<file path="config.mk">
export PLATFORM = sky130hd
export DESIGN_NAME = fifo_or_priority_queue_top_flat
export DESIGN_NICKNAME = d
export VERILOG_FILES = /design/src/rtl/core/foq_pkg.sv /design/src/rtl/core/foq_cmd_if.sv /design/src/rtl/core/foq_res_if.sv /design/src/rtl/core/foq_cell.sv /design/src/rtl/core/fifo_or_priority_queue_top.sv /design/src/flat_wrapper.sv
export SDC_FILE = /design/constraint.sdc
export NUM_CORES = 2
export LEC_CHECK = 0
export BUFFER_PORTS_ARGS = -buffer_cell sky130_fd_sc_hd__buf_2
export CAP_MARGIN = 0
export CORE_MARGIN = 2
export CORE_UTILIZATION = 45
export DETAILED_ROUTE_END_ITERATION = 6
export GPL_TIMING_DRIVEN = 0
export HOLD_SLACK_MARGIN = 0.03
export PLACE_DENSITY_LB_ADDON = 0.25
export SLEW_MARGIN = 20
export SYNTH_ARGS = -nofsm -noshare
export SYNTH_HDL_FRONTEND = slang
export SYNTH_SLANG_ARGS = --single-unit
</file>
<file path="constraint.sdc">
create_clock -name i_clk -period 5.9 [get_ports i_clk]
set_input_delay 0.59 -clock i_clk [delete_from_list [all_inputs] [get_ports i_clk]]
set_output_delay 0.59 -clock i_clk [all_outputs]
set_load 0.1 [all_outputs]
</file>
<file path="src/rtl/core/foq_pkg.sv">
// ----------------------------------------------------------------------------
// foq_pkg
// Shared codes and types for the fifo / priority queue block.
// ----------------------------------------------------------------------------
package foq_pkg;

    localparam int CMD_W    = 2;
    localparam int STATUS_W = 2;

    typedef logic [CMD_W-1:0]    t_cmd;
    typedef logic [STATUS_W-1:0] t_status;

    // command codes
    localparam t_cmd CMD_INSERT = 2'd0;
    localparam t_cmd CMD_REMOVE = 2'd1;
    localparam t_cmd CMD_CLEAR  = 2'd2;

    // status codes
    localparam t_status STATUS_OK    = 2'd0;
    localparam t_status STATUS_EMPTY = 2'd1;
    localparam t_status STATUS_FULL  = 2'd2;

    // per-cycle control broadcast to every cell
    typedef struct packed {
        logic write;   // load value_in into the cell at the fill position
        logic shift;   // cells at or above the pick rank take their upper neighbor
        logic scan;    // launch a minimum-search token into the first cell
    } t_cell_ctrl;

    // flags of the search token passed from cell to cell
    typedef struct packed {
        logic valid;   // token present on this link
        logic have;    // token already carries a candidate
    } t_tok_flags;

endpackage

</file>
<file path="src/rtl/core/foq_cmd_if.sv">
// ----------------------------------------------------------------------------
// foq_cmd_if
// Command channel: one queue command per transfer.
// ----------------------------------------------------------------------------
interface foq_cmd_if
    import foq_pkg::*;
#(
    parameter int VALUE_BITS = 32
);
    logic                  valid;
    logic                  ready;
    t_cmd                  cmd;
    logic [VALUE_BITS-1:0] value_in;

    modport source (output valid, output cmd, output value_in, input ready);
    modport sink   (input valid, input cmd, input value_in, output ready);
endinterface

</file>
<file path="src/rtl/core/foq_res_if.sv">
// ----------------------------------------------------------------------------
// foq_res_if
// Result channel: one result per accepted command.
// ----------------------------------------------------------------------------
interface foq_res_if
    import foq_pkg::*;
#(
    parameter int VALUE_BITS = 32,
    parameter int COUNT_BITS = 5
);
    logic                  valid;
    logic                  ready;
    logic [VALUE_BITS-1:0] value_out;
    logic                  value_valid;
    t_status               status;
    logic                  is_empty;
    logic [COUNT_BITS-1:0] entry_count;

    modport source (output valid, output value_out, output value_valid, output status,
                    output is_empty, output entry_count, input ready);
    modport sink   (input valid, input value_out, input value_valid, input status,
                    input is_empty, input entry_count, output ready);
endinterface

</file>
<file path="src/rtl/core/foq_cell.sv">
// ----------------------------------------------------------------------------
// foq_cell
// One queue slot at a fixed age rank, with its stage of the min-search chain.
// ----------------------------------------------------------------------------
module foq_cell
    import foq_pkg::*;
#(
    parameter int IDX        = 0,
    parameter int VALUE_BITS = 32,
    parameter int RANK_BITS  = 4,
    parameter int COUNT_BITS = 5
) (
    input  logic                  i_clk,
    input  logic                  i_rst_n,
    input  t_cell_ctrl            i_ctrl,
    input  logic [COUNT_BITS-1:0] i_count,
    input  logic [RANK_BITS-1:0]  i_pick,
    input  logic [VALUE_BITS-1:0] i_value_in,
    input  logic [VALUE_BITS-1:0] i_next_value,
    input  t_tok_flags            i_tok_flags,
    input  logic [VALUE_BITS-1:0] i_tok_value,
    input  logic [RANK_BITS-1:0]  i_tok_rank,
    output logic [VALUE_BITS-1:0] o_value,
    output t_tok_flags            o_tok_flags,
    output logic [VALUE_BITS-1:0] o_tok_value,
    output logic [RANK_BITS-1:0]  o_tok_rank
);

    logic [VALUE_BITS-1:0] r_value;
    t_tok_flags            r_tok_flags;
    logic [VALUE_BITS-1:0] r_tok_value;
    logic [RANK_BITS-1:0]  r_tok_rank;

    logic w_occupied;
    logic w_take;

    assign w_occupied = (COUNT_BITS'(IDX) < i_count);

    // newer entry wins ties, so take own value on less-or-equal
    assign w_take = w_occupied && (!i_tok_flags.have || (r_value <= i_tok_value));

    // slot value: append at fill position, close the gap on removal
    always_ff @(posedge i_clk) begin
        if (i_ctrl.write && (i_count == COUNT_BITS'(IDX))) begin
            r_value <= i_value_in;
        end else if (i_ctrl.shift && (RANK_BITS'(IDX) >= i_pick)) begin
            r_value <= i_next_value;
        end
    end

    // search token stage
    always_ff @(posedge i_clk) begin
        if (!i_rst_n) begin
            r_tok_flags <= '0;
        end else begin
            r_tok_flags.valid <= i_tok_flags.valid;
            r_tok_flags.have  <= i_tok_flags.have || w_take;
        end
    end

    always_ff @(posedge i_clk) begin
        if (w_take) begin
            r_tok_value <= r_value;
            r_tok_rank  <= RANK_BITS'(IDX);
        end else begin
            r_tok_value <= i_tok_value;
            r_tok_rank  <= i_tok_rank;
        end
    end

    assign o_value     = r_value;
    assign o_tok_flags = r_tok_flags;
    assign o_tok_value = r_tok_value;
    assign o_tok_rank  = r_tok_rank;

endmodule

</file>
<file path="src/rtl/core/fifo_or_priority_queue_top.sv">
// ----------------------------------------------------------------------------
// fifo_or_priority_queue_top
// Bounded queue of values with FIFO or smallest-first removal order.
// ----------------------------------------------------------------------------
// Usage:
//   i_cmd carries one command per transfer: insert value_in, remove, or clear.
//   o_res returns exactly one result per command: the removed value with its
//   valid flag, a status code, and the entry count and empty flag after the
//   command. i_cfg_we / i_cfg_data write the ordering mode (0 FIFO, 1 smallest
//   value first, newest first among equal values); write it only while idle.
//   Entries sit in a row of cells in arrival order. Insert, clear, FIFO remove
//   and any error result appear in the cycle after the transfer, one command per
//   cycle while the result register drains. An ordered remove sends a search
//   token down the cell row, one cell per cycle; its result is registered once
//   the token leaves the last cell, and no command is taken meanwhile.
//   Reset empties the queue and selects FIFO mode.
//   Results wait in an output register; while the receiver stalls a command
//   is still taken if the waiting result leaves in the same cycle, otherwise
//   i_cmd.ready stays low.
// ----------------------------------------------------------------------------
module fifo_or_priority_queue_top
    import foq_pkg::*;
#(
    parameter int CAPACITY   = 16,
    parameter int VALUE_BITS = 32
) (
    input  logic       i_clk,
    input  logic       i_rst_n,
    foq_cmd_if.sink    i_cmd,
    foq_res_if.source  o_res,
    input  logic       i_cfg_we,
    input  logic       i_cfg_data
);

    localparam int COUNT_BITS = $clog2(CAPACITY + 1);
    localparam int RANK_BITS  = $clog2(CAPACITY);

    localparam logic ST_IDLE = 1'b0;
    localparam logic ST_SCAN = 1'b1;

    logic                  r_state;
    logic                  n_state;
    logic [COUNT_BITS-1:0] r_count;
    logic [COUNT_BITS-1:0] n_count;
    logic                  r_ordered_mode;

    logic                  r_res_valid;
    logic [VALUE_BITS-1:0] r_res_value;
    logic                  r_res_value_valid;
    t_status               r_res_status;
    logic                  r_res_is_empty;
    logic [COUNT_BITS-1:0] r_res_count;

    logic                  w_accept;
    logic                  w_res_load;
    logic [VALUE_BITS-1:0] w_res_value;
    logic                  w_res_value_valid;
    t_status               w_res_status;
    t_cell_ctrl            w_ctrl;
    logic [RANK_BITS-1:0]  w_pick;

    logic [VALUE_BITS-1:0] w_value     [CAPACITY+1];
    t_tok_flags            w_tok_flags [CAPACITY+1];
    logic [VALUE_BITS-1:0] w_tok_value [CAPACITY+1];
    logic [RANK_BITS-1:0]  w_tok_rank  [CAPACITY+1];

    // handshake
    assign i_cmd.ready = (r_state == ST_IDLE) && (!r_res_valid || o_res.ready);
    assign w_accept    = i_cmd.valid && i_cmd.ready;

    // search token enters the first cell empty-handed
    assign w_tok_flags[0].valid = w_ctrl.scan;
    assign w_tok_flags[0].have  = 1'b0;
    assign w_tok_value[0]       = '0;
    assign w_tok_rank[0]        = '0;
    assign w_value[CAPACITY]    = '0;

    // row of cells
    for (genvar g = 0; g < CAPACITY; g++) begin : g_cell
        foq_cell #(
            .IDX        (g),
            .VALUE_BITS (VALUE_BITS),
            .RANK_BITS  (RANK_BITS),
            .COUNT_BITS (COUNT_BITS)
        ) u_cell (
            .i_clk        (i_clk),
            .i_rst_n      (i_rst_n),
            .i_ctrl       (w_ctrl),
            .i_count      (r_count),
            .i_pick       (w_pick),
            .i_value_in   (i_cmd.value_in),
            .i_next_value (w_value[g+1]),
            .i_tok_flags  (w_tok_flags[g]),
            .i_tok_value  (w_tok_value[g]),
            .i_tok_rank   (w_tok_rank[g]),
            .o_value      (w_value[g]),
            .o_tok_flags  (w_tok_flags[g+1]),
            .o_tok_value  (w_tok_value[g+1]),
            .o_tok_rank   (w_tok_rank[g+1])
        );
    end

    // command decode and sequencing
    always_comb begin
        n_state           = r_state;
        n_count           = r_count;
        w_ctrl            = '0;
        w_pick            = '0;
        w_res_load        = 1'b0;
        w_res_value       = '0;
        w_res_value_valid = 1'b0;
        w_res_status      = STATUS_OK;
        if (w_accept) begin
            case (i_cmd.cmd)
                CMD_INSERT: begin
                    w_res_load = 1'b1;
                    if (r_count == COUNT_BITS'(CAPACITY)) begin
                        w_res_status = STATUS_FULL;
                    end else begin
                        w_ctrl.write = 1'b1;
                        n_count      = r_count + 1'b1;
                    end
                end
                CMD_REMOVE: begin
                    if (r_count == '0) begin
                        w_res_load   = 1'b1;
                        w_res_status = STATUS_EMPTY;
                    end else if (!r_ordered_mode) begin
                        w_res_load        = 1'b1;
                        w_res_value       = w_value[0];
                        w_res_value_valid = 1'b1;
                        w_ctrl.shift      = 1'b1;
                        n_count           = r_count - 1'b1;
                    end else begin
                        w_ctrl.scan = 1'b1;
                        n_state     = ST_SCAN;
                    end
                end
                CMD_CLEAR: begin
                    w_res_load = 1'b1;
                    n_count    = '0;
                end
                default: begin
                    w_res_load = 1'b1;
                end
            endcase
        end else if ((r_state == ST_SCAN) && w_tok_flags[CAPACITY].valid) begin
            // token left the last cell: remove the winner and close the gap
            w_pick            = w_tok_rank[CAPACITY];
            w_ctrl.shift      = 1'b1;
            w_res_load        = 1'b1;
            w_res_value       = w_tok_value[CAPACITY];
            w_res_value_valid = 1'b1;
            n_count           = r_count - 1'b1;
            n_state           = ST_IDLE;
        end
    end

    // control state
    always_ff @(posedge i_clk) begin
        if (!i_rst_n) begin
            r_state        <= ST_IDLE;
            r_count        <= '0;
            r_ordered_mode <= 1'b0;
            r_res_valid    <= 1'b0;
        end else begin
            r_state <= n_state;
            r_count <= n_count;
            if (i_cfg_we) begin
                r_ordered_mode <= i_cfg_data;
            end
            if (w_res_load) begin
                r_res_valid <= 1'b1;
            end else if (o_res.ready) begin
                r_res_valid <= 1'b0;
            end
        end
    end

    // result register
    always_ff @(posedge i_clk) begin
        if (w_res_load) begin
            r_res_value       <= w_res_value;
            r_res_value_valid <= w_res_value_valid;
            r_res_status      <= w_res_status;
            r_res_is_empty    <= (n_count == '0);
            r_res_count       <= n_count;
        end
    end

    assign o_res.valid       = r_res_valid;
    assign o_res.value_out   = r_res_value;
    assign o_res.value_valid = r_res_value_valid;
    assign o_res.status      = r_res_status;
    assign o_res.is_empty    = r_res_is_empty;
    assign o_res.entry_count = r_res_count;

endmodule

</file>
<file path="src/flat_wrapper.sv">
// flat-port wrapper written by rule: the top's interface ports become plain ports
module fifo_or_priority_queue_top_flat import foq_pkg::*;
#(
    parameter int CAPACITY   = 16,
    parameter int VALUE_BITS = 32
)
  (i_clk, i_rst_n, i_cfg_we, i_cfg_data, i_cmd_valid, i_cmd_cmd, i_cmd_value_in, i_cmd_ready, o_res_valid, o_res_value_out, o_res_value_valid, o_res_status, o_res_is_empty, o_res_entry_count, o_res_ready);
  foq_cmd_if #(.VALUE_BITS(VALUE_BITS)) i_cmd_i ();
  foq_res_if #(.VALUE_BITS(VALUE_BITS), .COUNT_BITS(($clog2(CAPACITY + 1)))) o_res_i ();
  input  logic i_clk;
  input  logic i_rst_n;
  input  logic i_cfg_we;
  input  logic i_cfg_data;
  input wire logic [$bits(i_cmd_i.valid)-1:0] i_cmd_valid;
  input wire logic [$bits(i_cmd_i.cmd)-1:0] i_cmd_cmd;
  input wire logic [$bits(i_cmd_i.value_in)-1:0] i_cmd_value_in;
  output wire logic [$bits(i_cmd_i.ready)-1:0] i_cmd_ready;
  output wire logic [$bits(o_res_i.valid)-1:0] o_res_valid;
  output wire logic [$bits(o_res_i.value_out)-1:0] o_res_value_out;
  output wire logic [$bits(o_res_i.value_valid)-1:0] o_res_value_valid;
  output wire logic [$bits(o_res_i.status)-1:0] o_res_status;
  output wire logic [$bits(o_res_i.is_empty)-1:0] o_res_is_empty;
  output wire logic [$bits(o_res_i.entry_count)-1:0] o_res_entry_count;
  input wire logic [$bits(o_res_i.ready)-1:0] o_res_ready;
  assign i_cmd_i.valid = i_cmd_valid;
  assign i_cmd_i.cmd = i_cmd_cmd;
  assign i_cmd_i.value_in = i_cmd_value_in;
  assign i_cmd_ready = i_cmd_i.ready;
  assign o_res_valid = o_res_i.valid;
  assign o_res_value_out = o_res_i.value_out;
  assign o_res_value_valid = o_res_i.value_valid;
  assign o_res_status = o_res_i.status;
  assign o_res_is_empty = o_res_i.is_empty;
  assign o_res_entry_count = o_res_i.entry_count;
  assign o_res_i.ready = o_res_ready;
  fifo_or_priority_queue_top #(.CAPACITY(CAPACITY), .VALUE_BITS(VALUE_BITS)) u_core (.i_clk(i_clk), .i_rst_n(i_rst_n), .i_cmd(i_cmd_i), .o_res(o_res_i), .i_cfg_we(i_cfg_we), .i_cfg_data(i_cfg_data));
endmodule
</file>
# ---- Word-level counts from Yosys, hierarchy flattened
# Cells that the tools add are included.
dict set report classes {
  add_sub_neg 2
  n_mul 0
  div 0
  order_cmp 47
  n_eq_ne 21
  n_shift 0
  n_mux 86
  bitwise 4
  n_reduce_logical 119
}
# cell count
set op_table {}
lappend op_table {{32-bit 2-to-1 mux} 52}
lappend op_table {{32-bit less-or-equal comparator} 15}
lappend op_table {{1-bit logical AND} 50}
lappend op_table {{5-bit by 4-bit equality test with 1-bit output, second input constant} 8}
lappend op_table {{4-bit by 5-bit < comparator with 1-bit output, first input constant} 8}
lappend op_table {{2-bit nonzero test} 18}
lappend op_table {{4-bit greater-or-equal comparator, first input constant} 8}
lappend op_table {{1-bit logical OR} 30}
lappend op_table {{5-bit 2-to-1 mux} 5}
lappend op_table {{1-bit 2-to-1 mux} 22}
lappend op_table {{5-bit by 3-bit equality test with 1-bit output, second input constant} 4}
lappend op_table {{3-bit by 5-bit < comparator with 1-bit output, first input constant} 4}
lappend op_table {{3-bit by 4-bit greater-or-equal comparator with 1-bit output, first input constant} 4}
lappend op_table {{1-bit zero test} 16}
lappend op_table {{5-bit case mux with 3 select lines} 1}
lappend op_table {{5-bit by 2-bit equality test with 1-bit output, second input constant} 2}
lappend op_table {{5-bit zero test} 2}
lappend op_table {{1-bit by 5-bit < comparator with 1-bit output, first input constant} 2}
lappend op_table {{2-bit by 5-bit < comparator with 1-bit output, first input constant} 2}
lappend op_table {{1-bit by 4-bit greater-or-equal comparator with 1-bit output, first input constant} 2}
lappend op_table {{2-bit by 4-bit greater-or-equal comparator with 1-bit output, first input constant} 2}
lappend op_table {{4-bit 2-to-1 mux} 2}
lappend op_table {{2-bit 2-to-1 mux} 3}
lappend op_table {{5-bit by 1-bit adder with 5-bit output, second input constant} 1}
lappend op_table {{other kinds (12)} 16}
dict set report word_totals {
  reg_bits 1164
  latch_bits 0
  ram_bits 0
  mem_bits_ro 0
  wordCells 366
  n_memories 0
}

# ---- Logic depth before layout (Yosys ltp)
dict set report logic_depth {
  ltp_word 9
  mapped_depth 12
  depth_no_buf 10
}

# ---- Cells and area by module
# From an unflattened synthesis, not the netlist that was laid out.
dict set report hier_totals {
  hier_cells 4496
  area_unflattened_um2 57267.4
}
# mod instances cells_per_inst area_per_inst_um2 seq_area_each_um2
set modules_own_cells {}
lappend modules_own_cells {{foq_cell (u_core.g_cell[2].u_cell ...)} 2 270 3415.8 1721.7}
lappend modules_own_cells {{foq_cell (u_core.g_cell[10].u_cell)} 1 272 3549.7 1721.7}
lappend modules_own_cells {{foq_cell (u_core.g_cell[12].u_cell)} 1 271 3542.1 1721.7}
lappend modules_own_cells {{foq_cell (u_core.g_cell[14].u_cell)} 1 270 3538.4 1721.7}
lappend modules_own_cells {{foq_cell (u_core.g_cell[6].u_cell)} 1 270 3413.3 1721.7}
lappend modules_own_cells {{foq_cell (u_core.g_cell[5].u_cell)} 1 270 3410.8 1721.7}
lappend modules_own_cells {{foq_cell (u_core.g_cell[9].u_cell)} 1 270 3409.5 1721.7}
lappend modules_own_cells {{foq_cell (u_core.g_cell[1].u_cell)} 1 269 3407.0 1721.7}
lappend modules_own_cells {{foq_cell (u_core.g_cell[11].u_cell)} 1 269 3405.8 1721.7}
lappend modules_own_cells {{foq_cell (u_core.g_cell[0].u_cell)} 1 269 3403.3 1721.7}
lappend modules_own_cells {{foq_cell (u_core.g_cell[4].u_cell)} 1 267 3403.3 1721.7}
lappend modules_own_cells {{foq_cell (u_core.g_cell[3].u_cell)} 1 268 3402.0 1721.7}
lappend modules_own_cells {{foq_cell (u_core.g_cell[13].u_cell)} 1 271 3398.3 1721.7}
lappend modules_own_cells {{foq_cell (u_core.g_cell[7].u_cell)} 1 268 3397.0 1721.7}
lappend modules_own_cells {{2 more rows} n/a n/a n/a n/a}

# ---- Worst setup path after synthesis
# No wires, ideal clock.
dict set report synth_timing {
  kind {flip-flop to flip-flop}
  from {register u_core.r_res_valid, in the netlist u_core.o_res.valid}
  to {register u_core.g_cell[14].u_cell.r_value[0], enable pin}
  t_arrival_ns 3.838
  slack_ns 1.596
  path_stages_with_launch 6
  path_buffers 0
  path_cell_list {dfxtp_1 nand2b_1 nand4_1 nor2_4 nor2_8 o21ai_0}
}
dict set report synth_between {
  elab_chain_len 8
}
# element line
set synth_rtl {}
lappend synth_rtl {{start, declared} fifo_or_priority_queue_top.sv:47} ;# logic r_res_valid;
lappend synth_rtl {{start signal, assigned} fifo_or_priority_queue_top.sv:165} ;# r_res_valid <= 1'b0;
lappend synth_rtl {{start signal, assigned} fifo_or_priority_queue_top.sv:173} ;# r_res_valid <= 1'b1;
lappend synth_rtl {{start signal, assigned} fifo_or_priority_queue_top.sv:175} ;# r_res_valid <= 1'b0;
lappend synth_rtl {{1-bit zero test *} fifo_or_priority_queue_top.sv:68} ;# assign i_cmd.ready = (r_state == ST_IDLE) && (!r_res_valid || o_res.ready);
lappend synth_rtl {{1-bit logical OR *} fifo_or_priority_queue_top.sv:68}
lappend synth_rtl {{1-bit logical AND *} fifo_or_priority_queue_top.sv:68}
lappend synth_rtl {{1-bit logical AND *} fifo_or_priority_queue_top.sv:69} ;# assign w_accept = i_cmd.valid && i_cmd.ready;
lappend synth_rtl {{4-bit 2-to-1 mux} fifo_or_priority_queue_top.sv:113} ;# if (w_accept) begin
lappend synth_rtl {{4-bit greater-or-equal comparator} foq_cell.sv:46} ;# end else if (i_ctrl.shift && (RANK_BITS'(IDX) >= i_pick)) begin
lappend synth_rtl {{1-bit logical AND} foq_cell.sv:46}
lappend synth_rtl {{2-bit nonzero test (no source line) *} n/a}
lappend synth_rtl {{end signal, assigned} foq_cell.sv:45} ;# r_value <= i_value_in;
lappend synth_rtl {{end signal, assigned} foq_cell.sv:47} ;# r_value <= i_next_value;
lappend synth_rtl {{end, declared} foq_cell.sv:29} ;# logic [VALUE_BITS-1:0] r_value;
# Mark *: on every way between the ends. The rest lies on a longest branch, timed or not.
# A chain may end at the register's enable or synchronous reset.

# ---- Final worst setup path
dict set report layout_timing {
  from {register u_core.r_count[0]}
  to {register u_core.r_res_is_empty, in the netlist u_core.o_res.is_empty, data pin}
}
dict set report layout_between {
  elab_chain_len 6
}
# element line
set layout_rtl {}
lappend layout_rtl {{start, declared} fifo_or_priority_queue_top.sv:43} ;# logic [COUNT_BITS-1:0] r_count;
lappend layout_rtl {{start signal, assigned} fifo_or_priority_queue_top.sv:168} ;# r_count <= n_count;
lappend layout_rtl {{5-bit by 1-bit subtractor with 5-bit output} {fifo_or_priority_queue_top.sv:133, fifo_or_priority_queue_top.sv:154}}
lappend layout_rtl {{5-bit 2-to-1 mux} fifo_or_priority_queue_top.sv:128} ;# end else if (!r_ordered_mode) begin
lappend layout_rtl {{5-bit 2-to-1 mux} fifo_or_priority_queue_top.sv:125} ;# if (r_count == '0) begin
lappend layout_rtl {{5-bit case mux with 3 select lines} fifo_or_priority_queue_top.sv:114} ;# case (i_cmd.cmd)
lappend layout_rtl {{5-bit 2-to-1 mux *} fifo_or_priority_queue_top.sv:113}
lappend layout_rtl {{named net u_core.n_count[2]} fifo_or_priority_queue_top.sv:44} ;# logic [COUNT_BITS-1:0] n_count;
lappend layout_rtl {{5-bit zero test *} fifo_or_priority_queue_top.sv:186} ;# r_res_is_empty <= (n_count == '0);
lappend layout_rtl {{end signal, assigned} fifo_or_priority_queue_top.sv:186}
lappend layout_rtl {{end, declared} fifo_or_priority_queue_top.sv:51} ;# logic r_res_is_empty;
# The timed path passes the listed nets; every way through them passes the cells marked *.

==> out/results.ini <==
[clock_network]
clockBufferDepth=3
cts_htree_levels=3
cts-root-buf=clkbuf_16
postCtsHoldBufs=0
post-cts-setup-buffers=0
clk_pin_slew_worst_paths_ns=0.06
cts_resized=0
cts_buffers=116
cts_sinks=1153
cts_tree=yes
insertion_delay_ns=0.73

[grt]
grt_first_pass_wirelength_microns=222000
grt_overflow=0
grtUsageTotal=0.237
antenna_found_initial=6
grt_pass1_vias=34300
grt_max_degree=33

[detailed_routing]
wl_per_cell_microns=23.8
vias=34100
ant_nets=0
firstDrtPassIters=5
via_per_inst=5.41
first_iter_violations=2493
drc=0
wirelength_microns=150000

[job]
max-cap-violations=0

[yosys]
ys_ff_latch=1153
yosys_warnings=0
synth.distinct_cells=80
syn_inst=4357
synth_fp_nets=4882
synth.cell_area_sq_um=54900
ys_seq_area_frac=0.522
ys.flop_type=dfxtp_1
synth_edf_count=553
async_flop_share=0
syn_area_per_cell_sq_um=12.6

[cells_and_area]
syn2layout_area_growth_pct=13.0
fillers=10500
nets=5097
layout-drive-gt1-share=0.299
diodes=0
final_cell_mix=942 x mux2_2, 600 x dfxtp_1, 553 x edfxtp_1
mostFrequentLayoutCell=mux2_2
utilization=0.511
layoutNonFillerInstCount=6300

[critical_path]
critPathKind=reg -> reg
cp.arrival_ns=4.90
ff2ff_setup_slack_ns=1.37
start_kind=register
critPathRequiredTime_ns=6.27
path_delay_family=simple AND/OR/NAND/NOR gates
cp_max_fo=10
critPathMaxStageDelay_ns=1.00
critical_path.cell_chain=clkbuf_2 > inv_1 > ha_1 > or4b_1 > buf_2 > nand2_4 > nor2_4 > nor2_8 > inv_2 > a21oi_1 > o22ai_1 > nor4_2
crit_path_top_delay_cell=nor4_2
end_kind=register
path_buf_inv=4

[run_status]
status=complete, no violations

[timing]
rsz0062_at_grt=false
layout_worst_path_cycle_share=0.768
hold_violations=0
tightest_slew_ns=1.21
max_freq_mhz=221
clock_skew_ns=0.0288
slew_viol_final=0
relSlewSlack=0.188
min_period_ns=4.53
setup_violations=0

[place]
dp.cells=6079
port_buffers=79
place_congestion=0.887
dpl.hpwl_microns=113000

[floorplan]
die_area_sq_um=125000
initial_core_util=0.452
die_height_microns=353
core-area_sq_um=121000
num_rows=128
ios=83
die_w_microns=353

[worst_hold_path]
hold_class=in -> reg

[power]
power.density_nw_per_um2=411
vdd_ir_drop_max_uv=312
leakage_nw=25.0

## cells in the mapped netlist (20+ instances only)
master / number / share of area
and3_1: 38 / 0.0043
o21ai_0: 63 / 0.0057
dfxtp_1: 600 / 0.22
and2_1: 59 / 0.0067
nor2b_1: 34 / 0.0039
mux2_2: 942 / 0.19
buf_6: 20 / 0.0041
a21o_1: 36 / 0.0049
nand4_1: 117 / 0.013
clkbuf_1: 72 / 0.0049
nor4_1: 26 / 0.0030
nand3_1: 57 / 0.0052
a211oi_1: 20 / 0.0027
nand2_1: 125 / 0.0086
or2_2: 32 / 0.0036
a21oi_1: 190 / 0.017
inv_1: 498 / 0.034
edfxtp_1: 553 / 0.30
ha_1: 485 / 0.11
nor3_1: 22 / 0.0020
buf_2: 59 / 0.0054
a22o_1: 32 / 0.0051
nor2_1: 59 / 0.0040
## worst register-to-register path, cell delays in order, from the launching register on
cell,delay (ns)
dfxtp_1,0.33
clkbuf_2,0.18
inv_1,0.14
ha_1,0.31
or4b_1,0.45
buf_2,0.20
nand2_4,0.16
nor2_4,0.15
nor2_8,0.45
inv_2,0.27
a21oi_1,0.20
o22ai_1,0.31
nor4_2,1.00
## power breakdown
part	switching, W	total, W	internal, W
registers	0.00109	0.0112	0.0101
logic	0.00333	0.00626	0.00294
clock network	0.00330	0.00803	0.00472
total	0.00772	0.0255	0.0178
## metrics by stage
stage / hold slack [ns] / setup WS [ns] / TNS, ns / total power (W) / area (sq um)
floorplan: 0.393 / 1.60 / 0 / 0.0154 / 54900
global placement: 0.396 / -1.54 / -146.24 / 0.0173 / 57300
detailed placement: 0.397 / 1.63 / 0 / 0.0175 / 57800
CTS: 0.118 / 1.65 / 0 / 0.0256 / 62000
global route: 0.189 / 1.29 / 0 / 0.0267 / 62000
finish: 0.169 / 1.37 / 0 / 0.0255 / 62000
## flip-flops by register name, summed over array words and instances, names as in the netlist
signal,flops
u_core.g_cell.u_cell.o_tok_rank,49
u_core.r_ordered_mode,1
u_core.r_state,1
u_core.g_cell.u_cell.o_tok_value,512
u_core.r_count,5
u_core.o_res.valid,1
u_core.g_cell.u_cell.o_value,512
u_core.o_res.is_empty,1
u_core.o_res.value_valid,1
u_core.o_res.status,2
u_core.o_res.entry_count,5
u_core.o_res.value_out,32
u_core.g_cell.u_cell.o_tok_flags,31
## routing by layer
layer | GRT usage | up-vias | part of all wire
met1 | 0.332 | 16600 | 0.47
met4 | 0.0898 | 4 | 0.037
met3 | 0.0304 | 238 | 0.050
li1 | - | 16300 | -
met2 | 0.375 | 945 | 0.45
met5 | 0 | - | 0.00021
## final timing paths
path / startpoint / end / cells after the start
worst max-delay path: u_core.r_count[0]$_SDFF_PN0_ / u_core.o_res.is_empty$_DFFE_PP_ / 12
worst min-delay path: i_cfg_data / u_core.r_ordered_mode$_SDFFE_PN0P_ / 3
worst min register to register: u_core.g_cell[4].u_cell.o_tok_rank[0]$_SDFF_PP0_ / u_core.g_cell[5].u_cell.o_tok_rank[0]$_SDFF_PP1_ / 1
worst max register to register: u_core.r_count[0]$_SDFF_PN0_ / u_core.o_res.is_empty$_DFFE_PP_ / 12
## cell families after synthesis
| kind of cell | synth area share |
|---|---|
| compound gates | 0.0578 |
| xor+xnor | 0.000160 |
| fa+ha+maj | 0.111 |
| buf+inv | 0.0507 |
| flops | 0.522 |
| mux | 0.197 |
| simple gates | 0.0621 |
## area by class of cell
cell class | instances | area [sq um] | area share
sequential | 1153 | 28600 | 0.462
buffer | 168 | 908 | 0.0147
timing repair buffer | 97 | 821 | 0.0132
inverter | 499 | 1870 | 0.0302
clock inverter | 65 | 774 | 0.0125
clock buffer | 156 | 3380 | 0.0545
tap | 1625 | 2030 | 0.0328
multi-input combinational | 2537 | 23600 | 0.380
Note: power is estimated with default switching activity, not from simulation.
